## src/hw/rtl/kvs_pkg.sv

```systemverilog
`timescale 1ns / 1ps

package kvs_pkg;

	// Sizing of the entry table and the value buffer.
	localparam int MAX_ENTRIES  = 16;
	localparam int BUFFER_BYTES = 64;
	localparam int IDX_W        = $clog2(MAX_ENTRIES);
	localparam int CNT_W        = $clog2(MAX_ENTRIES + 1);
	localparam int ADDR_W       = $clog2(BUFFER_BYTES);
	localparam int USED_W       = $clog2(BUFFER_BYTES + 1);
	localparam int CFG_W        = 7;

	// Operation codes.
	localparam logic [1:0] OP_DEFINE = 2'd0;
	localparam logic [1:0] OP_WRITE  = 2'd1;
	localparam logic [1:0] OP_READ   = 2'd2;

	// Status codes.
	localparam logic [2:0] ST_OK            = 3'd0;
	localparam logic [2:0] ST_NOT_FOUND     = 3'd1;
	localparam logic [2:0] ST_TYPE_MISMATCH = 3'd2;
	localparam logic [2:0] ST_ORDER         = 3'd3;
	localparam logic [2:0] ST_NO_SPACE      = 3'd4;

	// Data type codes.
	localparam logic [3:0] DT_BOOL   = 4'd0;
	localparam logic [3:0] DT_U8     = 4'd1;
	localparam logic [3:0] DT_U16    = 4'd2;
	localparam logic [3:0] DT_U32    = 4'd3;
	localparam logic [3:0] DT_I8     = 4'd4;
	localparam logic [3:0] DT_I16    = 4'd5;
	localparam logic [3:0] DT_I32    = 4'd6;
	localparam logic [3:0] DT_FLOAT  = 4'd7;
	localparam logic [3:0] DT_DOUBLE = 4'd8;

	typedef struct packed {
		logic [1:0]  operation;
		logic [31:0] key;
		logic [3:0]  data_type;
		logic [63:0] write_value;
	} kvs_cmd_t;

	typedef struct packed {
		logic [2:0]  status;
		logic [63:0] read_value;
		logic        changed;
	} kvs_rsp_t;

	// One row of the entry table.
	typedef struct packed {
		logic [31:0]       key;
		logic [3:0]        data_type;
		logic [USED_W-1:0] offset;
	} kvs_entry_t;

	typedef enum logic [2:0] {
		S_IDLE,
		S_EXEC,
		S_SEARCH,
		S_COMPARE,
		S_BYTE,
		S_CAPTURE
	} kvs_state_t;

	// Byte size of a data type; unsupported types take no bytes.
	function automatic logic [3:0] kvs_type_size(input logic [3:0] dtype);
		logic [3:0] sz;
		case (dtype)
			DT_BOOL, DT_U8, DT_I8:      sz = 4'd1;
			DT_U16, DT_I16:             sz = 4'd2;
			DT_U32, DT_I32, DT_FLOAT:   sz = 4'd4;
			DT_DOUBLE:                  sz = 4'd8;
			default:                    sz = 4'd0;
		endcase
		return sz;
	endfunction

endpackage

```

## src/hw/rtl/typed_key_value_store_core.sv

```systemverilog
`timescale 1ns / 1ps

// Typed key-value store. Give one command with start while busy is low; the
// result appears on result for exactly one cycle with done high and cannot
// be held off, so the receiver must take it then. A define is checked and
// entered in the execute state. A write or read runs S binary-search probes
// (at most log2(entries)+1, 5 for 16 entries), each a read and a compare of
// the entry table memory, then walks the value bytes through the single-byte
// value memory port: a write stores one byte in each byte state, and a read
// addresses a byte in the byte state and takes it in the capture state. A
// missing key ends after the last probe. The buffer size register (cfg_data)
// is taken at any cycle and must only be written while the block is idle.
module typed_key_value_store_core (
	input  logic                      clk,
	input  logic                      arst_n,
	input  logic                      start,
	output logic                      busy,
	input  kvs_pkg::kvs_cmd_t         cmd,
	output logic                      done,
	output kvs_pkg::kvs_rsp_t         result,
	input  logic                      cfg_valid,
	output logic                      cfg_ready,
	input  logic [kvs_pkg::CFG_W-1:0] cfg_data
);
	import kvs_pkg::*;

	kvs_state_t        state_q, state_d;

	// Control state.
	logic [CNT_W-1:0]  count_q;
	logic [USED_W-1:0] used_q;
	logic [CFG_W-1:0]  cfg_q;
	logic              done_q;

	// Working registers of the current command.
	kvs_cmd_t          cmd_q;
	kvs_rsp_t          result_q;
	logic [31:0]       last_key_q;
	logic [CNT_W-1:0]  lo_q, hi_q, mid_q;
	logic [USED_W-1:0] off_q;
	logic [3:0]        i_q, sz_q;
	logic [63:0]       rval_q;

	// Memory ports.
	logic              ent_we;
	kvs_entry_t        ent_wdata, ent_rdata;
	logic [IDX_W-1:0]  ent_raddr;
	logic              val_we;
	logic [7:0]        val_wdata, val_rdata;
	logic [USED_W-1:0] byte_addr;

	// Combinational helpers.
	logic [CNT_W:0]    mid_sum;
	logic [CNT_W-1:0]  mid;
	logic [USED_W-1:0] limit, free_bytes, def_size;
	logic [2:0]        def_status;
	logic              def_ok;
	logic              is_write;
	logic              hit, key_less;
	logic              last_byte;
	logic              finish;
	logic [2:0]        fin_status;
	logic              fin_changed;
	logic              fin_rval;
	logic [63:0]       rval_nx;

	assign busy      = (state_q != S_IDLE);
	assign cfg_ready = 1'b1;
	assign done      = done_q;
	assign result    = result_q;
	assign is_write  = (cmd_q.operation == OP_WRITE);

	// Free space and define checks.
	always_comb begin
		limit = (USED_W'(cfg_q) > USED_W'(BUFFER_BYTES)) ? USED_W'(BUFFER_BYTES)
			: USED_W'(cfg_q);
		free_bytes = (limit > used_q) ? (limit - used_q) : '0;
		def_size   = USED_W'(kvs_type_size(cmd_q.data_type));
		if (count_q >= CNT_W'(MAX_ENTRIES)) begin
			def_status = ST_NO_SPACE;
		end else if ((count_q != '0) && (cmd_q.key <= last_key_q)) begin
			def_status = ST_ORDER;
		end else if (def_size > free_bytes) begin
			def_status = ST_NO_SPACE;
		end else begin
			def_status = ST_OK;
		end
		def_ok = (def_status == ST_OK);
	end

	// Search probe and byte addressing.
	assign mid_sum   = {1'b0, lo_q} + {1'b0, hi_q};
	assign mid       = mid_sum[CNT_W:1];
	assign ent_raddr = mid[IDX_W-1:0];
	assign hit       = (ent_rdata.key == cmd_q.key);
	assign key_less  = (cmd_q.key < ent_rdata.key);
	assign byte_addr = off_q + USED_W'(i_q);
	assign last_byte = ((i_q + 4'd1) == sz_q);
	assign val_wdata = cmd_q.write_value[{i_q[2:0], 3'b000} +: 8];

	assign ent_wdata.key       = cmd_q.key;
	assign ent_wdata.data_type = cmd_q.data_type;
	assign ent_wdata.offset    = used_q;

	// Read value with the byte that arrives in the capture cycle merged in.
	always_comb begin
		rval_nx = rval_q;
		if (state_q == S_CAPTURE) begin
			rval_nx[{i_q[2:0], 3'b000} +: 8] = val_rdata;
		end
	end

	// Next state and strobes.
	always_comb begin
		state_d     = state_q;
		finish      = 1'b0;
		fin_status  = ST_OK;
		fin_changed = 1'b0;
		fin_rval    = 1'b0;
		ent_we      = 1'b0;
		val_we      = 1'b0;
		case (state_q)
			S_IDLE: begin
				if (start) begin
					state_d = S_EXEC;
				end
			end
			S_EXEC: begin
				if (cmd_q.operation == OP_DEFINE) begin
					finish     = 1'b1;
					fin_status = def_status;
					ent_we     = def_ok;
					state_d    = S_IDLE;
				end else if (cmd_q.operation == OP_WRITE || cmd_q.operation == OP_READ) begin
					state_d = S_SEARCH;
				end else begin
					finish  = 1'b1;
					state_d = S_IDLE;
				end
			end
			S_SEARCH: begin
				if (lo_q < hi_q) begin
					state_d = S_COMPARE;
				end else begin
					finish     = 1'b1;
					fin_status = ST_NOT_FOUND;
					state_d    = S_IDLE;
				end
			end
			S_COMPARE: begin
				if (!hit) begin
					state_d = S_SEARCH;
				end else if (ent_rdata.data_type != cmd_q.data_type) begin
					finish     = 1'b1;
					fin_status = ST_TYPE_MISMATCH;
					state_d    = S_IDLE;
				end else if (kvs_type_size(cmd_q.data_type) == 4'd0) begin
					finish      = 1'b1;
					fin_changed = is_write;
					fin_rval    = !is_write;
					state_d     = S_IDLE;
				end else begin
					state_d = S_BYTE;
				end
			end
			S_BYTE: begin
				if (byte_addr >= USED_W'(BUFFER_BYTES)) begin
					finish      = 1'b1;
					fin_changed = is_write;
					fin_rval    = !is_write;
					state_d     = S_IDLE;
				end else if (is_write) begin
					val_we = 1'b1;
					if (last_byte) begin
						finish      = 1'b1;
						fin_changed = 1'b1;
						state_d     = S_IDLE;
					end
				end else begin
					state_d = S_CAPTURE;
				end
			end
			S_CAPTURE: begin
				if (last_byte) begin
					finish   = 1'b1;
					fin_rval = 1'b1;
					state_d  = S_IDLE;
				end else begin
					state_d = S_BYTE;
				end
			end
			default: begin
				state_d = S_IDLE;
			end
		endcase
	end

	// State register.
	always_ff @(posedge clk or negedge arst_n) begin
		if (!arst_n) begin
			state_q <= S_IDLE;
		end else begin
			state_q <= state_d;
		end
	end

	// Table fill level, buffer use, size register and result strobe.
	always_ff @(posedge clk or negedge arst_n) begin
		if (!arst_n) begin
			count_q <= '0;
			used_q  <= '0;
			cfg_q   <= CFG_W'(BUFFER_BYTES);
			done_q  <= 1'b0;
		end else begin
			done_q <= finish;
			if (cfg_valid && cfg_ready) begin
				cfg_q <= cfg_data;
			end
			if (ent_we) begin
				count_q <= count_q + CNT_W'(1);
				used_q  <= used_q + def_size;
			end
		end
	end

	// Command, search bounds, byte walk and result payload.
	always_ff @(posedge clk) begin
		if (state_q == S_IDLE && start) begin
			cmd_q  <= cmd;
			rval_q <= '0;
		end
		if (ent_we) begin
			last_key_q <= cmd_q.key;
		end
		case (state_q)
			S_EXEC: begin
				lo_q <= '0;
				hi_q <= count_q;
			end
			S_SEARCH: begin
				mid_q <= mid;
			end
			S_COMPARE: begin
				if (hit) begin
					off_q <= ent_rdata.offset;
					sz_q  <= kvs_type_size(cmd_q.data_type);
					i_q   <= 4'd0;
				end else if (key_less) begin
					hi_q <= mid_q;
				end else begin
					lo_q <= mid_q + CNT_W'(1);
				end
			end
			S_BYTE: begin
				if (val_we) begin
					i_q <= i_q + 4'd1;
				end
			end
			S_CAPTURE: begin
				rval_q <= rval_nx;
				i_q    <= i_q + 4'd1;
			end
			default: begin
			end
		endcase
		if (finish) begin
			result_q.status     <= fin_status;
			result_q.read_value <= fin_rval ? rval_nx : 64'd0;
			result_q.changed    <= fin_changed;
		end
	end

	kvs_entry_ram u_entry_ram (
		.clk   (clk),
		.we    (ent_we),
		.waddr (count_q[IDX_W-1:0]),
		.wdata (ent_wdata),
		.raddr (ent_raddr),
		.rdata (ent_rdata)
	);

	kvs_value_ram u_value_ram (
		.clk    (clk),
		.arst_n (arst_n),
		.we     (val_we),
		.waddr  (byte_addr[ADDR_W-1:0]),
		.wdata  (val_wdata),
		.raddr  (byte_addr[ADDR_W-1:0]),
		.rdata  (val_rdata)
	);

endmodule

```

## src/hw/rtl/kvs_entry_ram.sv

```systemverilog
`timescale 1ns / 1ps

// Entry table: key, type and byte offset per entry, one write and one
// registered read port.
module kvs_entry_ram (
	input  logic                      clk,
	input  logic                      we,
	input  logic [kvs_pkg::IDX_W-1:0] waddr,
	input  kvs_pkg::kvs_entry_t       wdata,
	input  logic [kvs_pkg::IDX_W-1:0] raddr,
	output kvs_pkg::kvs_entry_t       rdata
);
	import kvs_pkg::*;

	kvs_entry_t mem [MAX_ENTRIES];
	kvs_entry_t rdata_s1;

	// Write port.
	always_ff @(posedge clk) begin
		if (we) begin
			mem[waddr] <= wdata;
		end
	end

	// Registered read port.
	always_ff @(posedge clk) begin
		rdata_s1 <= mem[raddr];
	end

	assign rdata = rdata_s1;

endmodule

```

## src/hw/rtl/kvs_value_ram.sv

```systemverilog
`timescale 1ns / 1ps

// Value buffer, one byte per word. A valid bit per byte makes every byte
// read as zero until it is first written after reset.
module kvs_value_ram (
	input  logic                       clk,
	input  logic                       arst_n,
	input  logic                       we,
	input  logic [kvs_pkg::ADDR_W-1:0] waddr,
	input  logic [7:0]                 wdata,
	input  logic [kvs_pkg::ADDR_W-1:0] raddr,
	output logic [7:0]                 rdata
);
	import kvs_pkg::*;

	logic [7:0]              mem [BUFFER_BYTES];
	logic [BUFFER_BYTES-1:0] vld_q;
	logic [7:0]              rdata_s1;
	logic                    rvld_s1;

	// Byte storage.
	always_ff @(posedge clk) begin
		if (we) begin
			mem[waddr] <= wdata;
		end
		rdata_s1 <= mem[raddr];
	end

	// Written marks, cleared at reset.
	always_ff @(posedge clk or negedge arst_n) begin
		if (!arst_n) begin
			vld_q   <= '0;
			rvld_s1 <= 1'b0;
		end else begin
			if (we) begin
				vld_q[waddr] <= 1'b1;
			end
			rvld_s1 <= vld_q[raddr];
		end
	end

	assign rdata = rvld_s1 ? rdata_s1 : 8'd0;

endmodule
```

## config.mk

```make
export PLATFORM = sky130hd
export DESIGN_NAME = typed_key_value_store_core
export DESIGN_NICKNAME = d
export VERILOG_FILES = /design/src/hw/rtl/kvs_pkg.sv /design/src/hw/rtl/typed_key_value_store_core.sv /design/src/hw/rtl/kvs_entry_ram.sv /design/src/hw/rtl/kvs_value_ram.sv
export SDC_FILE = /design/constraint.sdc
export NUM_CORES = 2
export LEC_CHECK = 0
export BUFFER_PORTS_ARGS = -buffer_cell sky130_fd_sc_hd__buf_2
export CORE_UTILIZATION = 56
export DETAILED_ROUTE_END_ITERATION = 8
export HOLD_SLACK_MARGIN = 0.03
export MAX_ROUTING_LAYER = met4
export PLACE_DENSITY = 0.76
export SLEW_MARGIN = 5
export SYNTH_ARGS = -nofsm -noshare
export SYNTH_HDL_FRONTEND = slang
export SYNTH_HIERARCHICAL = 1
export SYNTH_SLANG_ARGS = --single-unit
export TNS_END_PERCENT = 10
```

## constraint.sdc

```tcl
create_clock -name clk -period 7.3 [get_ports clk]
set_clock_uncertainty 0.15 [all_clocks]
set_input_delay 1.46 -clock clk [delete_from_list [all_inputs] [get_ports clk]]
set_output_delay 1.46 -clock clk [all_outputs]
set_load 0.03 [all_outputs]
```

# Word level (Yosys, flattened, before mapping)
# Memory sizes are Yosys's and may differ from the RTL's. A register that Yosys moved wholly into a read port is not among the register bits.
# Cells that the tools add are included.
[word_totals]
word_cells = 158
ramBits = 1200
input_bits = 113
out_inout_bits = 71
regBits = 380
n_memories = 5
mem_bits_ro = 192
[op_classes]
n_eq_ne = 17
bitwise = 1
n_reduce_logical = 19
n_addsub = 8
muxes = 74
shifts = 3
order_cmp = 10
[mem_list]
columns = ["name", "words", "width", "rd", "rd_ports_with_merged_regs", "wr", "line_no", "text"]
rows = [
  ["u_entry_ram.mem", 16, 43, 1, 1, 1, "kvs_entry_ram.sv:15", "kvs_entry_t mem [MAX_ENTRIES];"],
  ["u_value_ram.mem", 64, 8, 1, 1, 1, "kvs_value_ram.sv:16", "logic [7:0] mem [BUFFER_BYTES];"],
  ["(no name shown)", 16, 4, 1, 1, 0, "kvs_pkg.sv:69", "case (dtype)"],
  ["(no name shown)", 16, 4, 1, 1, 0, "kvs_pkg.sv:69", ""],
  ["(no name shown)", 16, 4, 1, 1, 0, "kvs_pkg.sv:69", ""],
]
[op_table]
columns = ["cell", "n"]
rows = [
  ["two-way mux 64 bit", 3],
  ["bitwise mux 64 bit", 1],
  ["OR 64 bit", 1],
  ["variable shift 8 x 8 -> 64 bit (first input constant)", 1],
  ["variable part select 64 x 7 -> 8 bit", 1],
  ["variable part select 8 x 8 -> 64 bit", 1],
  ["two-way mux 3 bit", 12],
  ["== test 32 bit", 1],
  ["less-or-equal comparator 32 bit", 1],
  ["less-than comparator 32 bit", 1],
  ["two-way mux 1 bit", 29],
  ["two-way mux 4 bit", 7],
  ["two-way mux 5 bit", 4],
  ["case mux 5 bit (2 select lines)", 2],
  ["case mux 3 bit (6 select lines)", 1],
  ["adder 7 x 4 -> 7 bit", 2],
  ["two-way mux 7 bit", 2],
  ["case mux 4 bit (3 select lines)", 1],
  ["adder 5 x 1 -> 5 bit (second input constant)", 2],
  ["two-way mux 2 bit", 5],
  ["!= test 2 bit (second input constant)", 5],
  ["case mux 3 bit (3 select lines)", 1],
  ["AND reduction 3 bit", 3],
  ["two-way mux 8 bit", 1],
  ["36 further kinds", 44],
]

# Longest topological paths before layout
[logic_depth]
depth_word = 13
depth_mapped = 18
depth_no_buf = 17

# Modules after synthesis
# The synthesis kept the hierarchy.
[by_module_without_submodules]
columns = ["mod", "instances", "area_per_inst_um2", "seq_area_each_um2", "cells_per_inst"]
rows = [
  ["kvs_entry_ram", 1, 26639.3, 21520.6, 1116],
  ["kvs_value_ram", 1, 22700.5, 17161.5, 1119],
  ["typed_key_value_store_core", 1, 15916.5, 9545.4, 1336],
]

# Least setup slack after synthesis
# OpenSTA, ideal clock, no wires.
[synth_path]
kind = "register to register"
start = "reg used_q[1]"
end = "mem u_entry_ram/mem[0][0] in the netlist's numbering (enable)"
setup_time_ns = 0.497
period_less_slack_ns = 7.565
path_stages_with_launch = 17
required_time_ns = 6.653
n_path_buf = 1
arrival_ns = 6.918
slack_ns = -0.265
path_cell_list = "dfrtp_1 -> inv_1 -> ha_1 -> nor2b_1 -> o2111a_1 -> nor3_1 -> or3_1 -> ha_1 -> nor2b_1 -> o21a_1 -> o21a_1 -> o21ai_0 -> a22oi_1 -> a211oi_4 -> buf_6 -> or3b_2 -> nor3_1"
[synth_via]
elab_chain_cells = 11
elab_cells_between_ends = 12
classes_between = "1 x add/sub; 2 x order compare; 8 x mux; 1 x reduce/logical"
[synth_lines]
columns = ["item", "line_no", "text"]
rows = [
  ["start, declared", "typed_key_value_store_core.sv:31", "logic [USED_W-1:0] used_q;"],
  ["start signal, assigned", "typed_key_value_store_core.sv:221", "used_q <= used_q + def_size;"],
  ["subtractor 7 bit / greater-than comparator 7 bit (equally long branches)", "typed_key_value_store_core.sv:77", "free_bytes = (limit > used_q) ? (limit - used_q) : '0;"],
  ["two-way mux 7 bit (*)", "typed_key_value_store_core.sv:77", ""],
  ["greater-than comparator 4 x 7 -> 1 bit (*)", "typed_key_value_store_core.sv:83", "end else if (def_size > free_bytes) begin"],
  ["two-way mux 3 bit (*)", "typed_key_value_store_core.sv:83", ""],
  ["two-way mux 3 bit (*)", "typed_key_value_store_core.sv:81", "end else if ((count_q != '0) && (cmd_q.key <= last_key_q)) begin"],
  ["two-way mux 3 bit (*)", "typed_key_value_store_core.sv:79", "if (count_q >= CNT_W'(MAX_ENTRIES)) begin"],
  ["logical NOT 3 bit (*)", "typed_key_value_store_core.sv:88", "def_ok = (def_status == ST_OK);"],
  ["two-way mux 1 bit (*)", "typed_key_value_store_core.sv:129", "if (cmd_q.operation == OP_DEFINE) begin"],
  ["two-way mux 1 bit (*)", "typed_key_value_store_core.sv:122", "case (state_q)"],
  ["via ent_we", "typed_key_value_store_core.sv:45", "logic ent_we;"],
  ["two-way mux 1 bit (*)", "kvs_entry_ram.sv:20", "if (we) begin"],
  ["two-way mux 1 bit (implied by the code) (*)", "kvs_entry_ram.sv:21", "mem[waddr] <= wdata;"],
  ["end, declared", "kvs_entry_ram.sv:15", ""],
]
# The timed path passes the listed nets; every way through them passes the cells marked *.

# Worst setup path after layout
[layout_path]
start = "reg used_q[1]"
end = "mem u_entry_ram/mem[3][35] in the netlist's numbering (enable)"
[layout_via]
elab_chain_cells = 11
elab_cells_between_ends = 12
classes_between = "1 x add/sub; 2 x order compare; 8 x mux; 1 x reduce/logical"
[layout_lines]
columns = ["item", "line_no"]
rows = [
  ["subtractor 7 bit / greater-than comparator 7 bit (equally long branches)", "typed_key_value_store_core.sv:77"],
  ["two-way mux 7 bit (*)", "typed_key_value_store_core.sv:77"],
  ["greater-than comparator 4 x 7 -> 1 bit (*)", "typed_key_value_store_core.sv:83"],
  ["two-way mux 3 bit (*)", "typed_key_value_store_core.sv:83"],
  ["two-way mux 3 bit (*)", "typed_key_value_store_core.sv:81"],
  ["two-way mux 3 bit (*)", "typed_key_value_store_core.sv:79"],
  ["logical NOT 3 bit (*)", "typed_key_value_store_core.sv:88"],
  ["two-way mux 1 bit (*)", "typed_key_value_store_core.sv:129"],
  ["two-way mux 1 bit (*)", "typed_key_value_store_core.sv:122"],
  ["two-way mux 1 bit (*)", "kvs_entry_ram.sv:20"],
  ["two-way mux 1 bit (implied by the code) (*)", "kvs_entry_ram.sv:21"],
]
# Every way passes the cells marked *; elsewhere a longest branch is shown, timed or not.

==> flow_metrics.env <==
export IMPL_status="complete, no violations"
export IMPL_cts_root_buf="clkbuf_16"
export IMPL_ys_warn_count=6
export IMPL_synth_most_common_cell="edfxtp_1"
export IMPL_fp_dieW_um=343
export IMPL_grt_pass1_vias=34500
export IMPL_worst_path_max_fanout=25
export IMPL_worstPathCellList="inv_1 > ha_1 > nor2b_1 > o2111a_1 > nor3_1 > or3_1 > ha_1 > nor2b_1 > o21a_1 > o21a_1 > o21ai_0 > a22oi_1 > a211oi_4 > buf_4 > or3b_2 > nor2_4 > buf_12"
export IMPL_first_pass_iters=5
export IMPL_cts_setup_buffers=0
export IMPL_routed_wl_um=141000
export IMPL_path_class="reg2reg"
export IMPL_final_cells=5463
export IMPL_num_vias=33900
export IMPL_crit_path_start_kind="register"
export IMPL_num_rows=124
export IMPL_clock_latency_ns=0.75
export IMPL_die_h_um=343
export IMPL_tns_ns=0
export IMPL_fmax_mhz=166
export IMPL_yosysTopAreaCell="edfxtp_1"
export IMPL_track_usage_pct=25.0
export IMPL_peakVddDrop_v=0.000997
export IMPL_htree_levels=4
export IMPL_hold_path_class="reg2reg"
export IMPL_cts_hold_buf=0
export IMPL_area_growth_syn_to_layout_pct=12.1
export IMPL_synth_top_cells_by_area="edfxtp_1 69%, mux4_2 11%, dfrtp_1 3.3%"
export IMPL_die_area_um2=118000
export IMPL_overflow=0
export IMPL_antenna_found_initial=3
export IMPL_clockBufferDepth=3
export IMPL_postSynthAreaPerCell_um2=18.3
export IMPL_path_clk_slew_ns=0.06
export IMPL_dpl_hpwl_um=84500
export IMPL_fin_nets=4044
export IMPL_cp_end_kind="register"
export IMPL_cts_tree="done"
export IMPL_synth_fp_nets=3793
export IMPL_viasPerCell=6.21
export IMPL_grt_first_pass_wirelength_um=212000
export IMPL_fillers=7613
export IMPL_cts_resized=0
export IMPL_drv_slew=0
export IMPL_crit_family="simple AND/OR/NAND/NOR gates"
export IMPL_netlist_area_um2=65300
export IMPL_setup_viol=0
export IMPL_slowest_stage="dfrtp_1"
export IMPL_wl_per_cell_um=25.9
export IMPL_slowest_delay_ns=0.79
export IMPL_crit_buf_inv=3
export IMPL_clock_sinks=1639
export IMPL_fin_hold_ws_ns=0.254
export IMPL_first_iter_violations=3526
export IMPL_synth_edff_count=1496
export IMPL_finalCoreUtilization_pct=63.6
export IMPL_antenna_left=0
export IMPL_postSynthCellCount=3571
export IMPL_ys_top_cells_by_count="1496 x edfxtp_1, 326 x mux4_2, 293 x nor2_1"
export IMPL_hold_viol=0
export IMPL_max_cap_violations=0
export IMPL_grt_max_degree=173
export IMPL_ys_flop_type="edfxtp_1"
export IMPL_fin_crit_sh_pct=82.5
export IMPL_synth_cell_type_count=74
export IMPL_finalCriticalPeriod_ns=6.02
export IMPL_required_ns=7.58
export IMPL_gp_congestion=0.854
export IMPL_ys_seq_area_share_pct=73.9
export IMPL_cts_buffers=157
export IMPL_async_reset_ff_share_pct=5.37
export IMPL_power_leakage_nw=25.0
export IMPL_port_buffers=182
export IMPL_drc_errors=0
export IMPL_r2r_slack_ns=1.28
export IMPL_ioPinCount=184
export IMPL_synth_top_cell_area_share_pct=68.8
export IMPL_initial_utilization_pct=56.8
export IMPL_ys_ff_latch=1639
export IMPL_dp_cells=5175
export IMPL_powerDensity_nw_per_um2=397
export IMPL_rsz0062_at_grt="false"
export IMPL_cp_arrival_ns=6.31
export IMPL_drive_gt1_share_pct=22.9
export IMPL_worst_pin_slew_ns=1.18
export IMPL_core_area_um2=115000
export IMPL_relSlewSlack_pct=21.0
[kinds of logic (layout without fill, tap and decap cells)]
family / after synthesis / after routing / share of synthesized area [%]
fa+ha+maj: 109 / 109 / 2.14
buf+inv: 276 / 654 / 1.97
mux: 394 / 394 / 12.3
other cells: 1 / 3 / 0.00575
compound gates: 385 / 385 / 4.01
flops: 1639 / 1639 / 73.9
simple gates: 734 / 734 / 5.21
xor+xnor: 33 / 33 / 0.443
[stage by stage]
stage	cell area (µm²)	power (mW)	setup WS [ns]
finish	73100	29.0	1.28
global route	73100	30.2	0.930
CTS	73100	29.1	1.25
detailed placement	68200	21.3	1.27
global placement	68200	21.1	1.44
floorplan	65300	18.7	0.0603
[report_power, final]
group          switching (mW)  internal (mW)
clock network            3.34           4.53
logic                    5.45           3.83
registers               0.410           11.4
total                    9.20           19.8
[cell usage in the layout, fill, tap and decap left out, drive strengths merged, types with 18 or more instances in the layout]
cell type / instances
a21oi: 102
or2: 68
clkbuf: 225
inv: 107
dfxtp: 55
nand2: 171
and2: 18
nand3: 41
o21ai: 31
o22ai: 18
nand4: 18
ha: 105
nor2b: 31
nor3: 33
buf: 265
mux2i: 55
a211oi: 68
a22oi: 101
nor2: 293
edfxtp: 1496
mux4: 326
dfrtp: 87
xnor2: 18
clkinv: 47
[worst paths after layout]
check | startpoint | endpoint | cells after the start
setup / recovery | used_q[1] | u_entry_ram/mem[3][35] | 17
hold reg to reg | u_entry_ram/rdata[6] | off_q[6] | 0
min in group asynchronous | arst_n | u_value_ram/vld_q[39] | 1
max in group asynchronous | arst_n | cfg_q[5] | 2
setup reg to reg | used_q[1] | u_entry_ram/mem[3][35] | 17
hold / removal | u_entry_ram/rdata[6] | off_q[6] | 0
[final cells by class]
type / instances / area (µm²) / share of cell area [%]
sequential: 1639 / 48200 / 65.9
inverter: 103 / 402 / 0.549
clock buffer: 225 / 4420 / 6.05
timing repair buffer: 265 / 1650 / 2.25
antenna: 2 / 5.00 / 0.00684
tap: 1512 / 1890 / 2.59
clock inverter: 61 / 552 / 0.754
multi-input combinational: 1656 / 16000 / 21.9
[per-layer routing]
metal / share of wire (%) / vias to the layer above / track usage, %
met5: 0 / - / -
met4: 3.2 / 0 / 8.68
met3: 7.4 / 290 / 4.12
met2: 51 / 1518 / 40.8
met1: 38 / 17500 / 32.0
li1: - / 14600 / -
[flip-flops by register name (all words and copies together) (netlist names), 7 cells and up]
name and flops:
off_q 7, last_key_q 32, u_entry_ram/mem 688, used_q 7, cmd_q 102, u_value_ram/vld_q 64
rval_q 64, cfg_q 7, result 68, u_value_ram/rdata_s1 8, u_entry_ram/rdata 43, u_value_ram/mem 512
[worst reg2reg max path: cells and delay by family (launching register included)]
family                   cells  cell delay (ns)
AO/OA/AOI/OAI                6             1.20
adder cells (fa/ha/maj)      2             0.65
buffers and inverters        3             0.87
flip-flops                   1             0.79
AND/OR/NAND/NOR              6             2.02
Power figures use the tool's default switching activity.
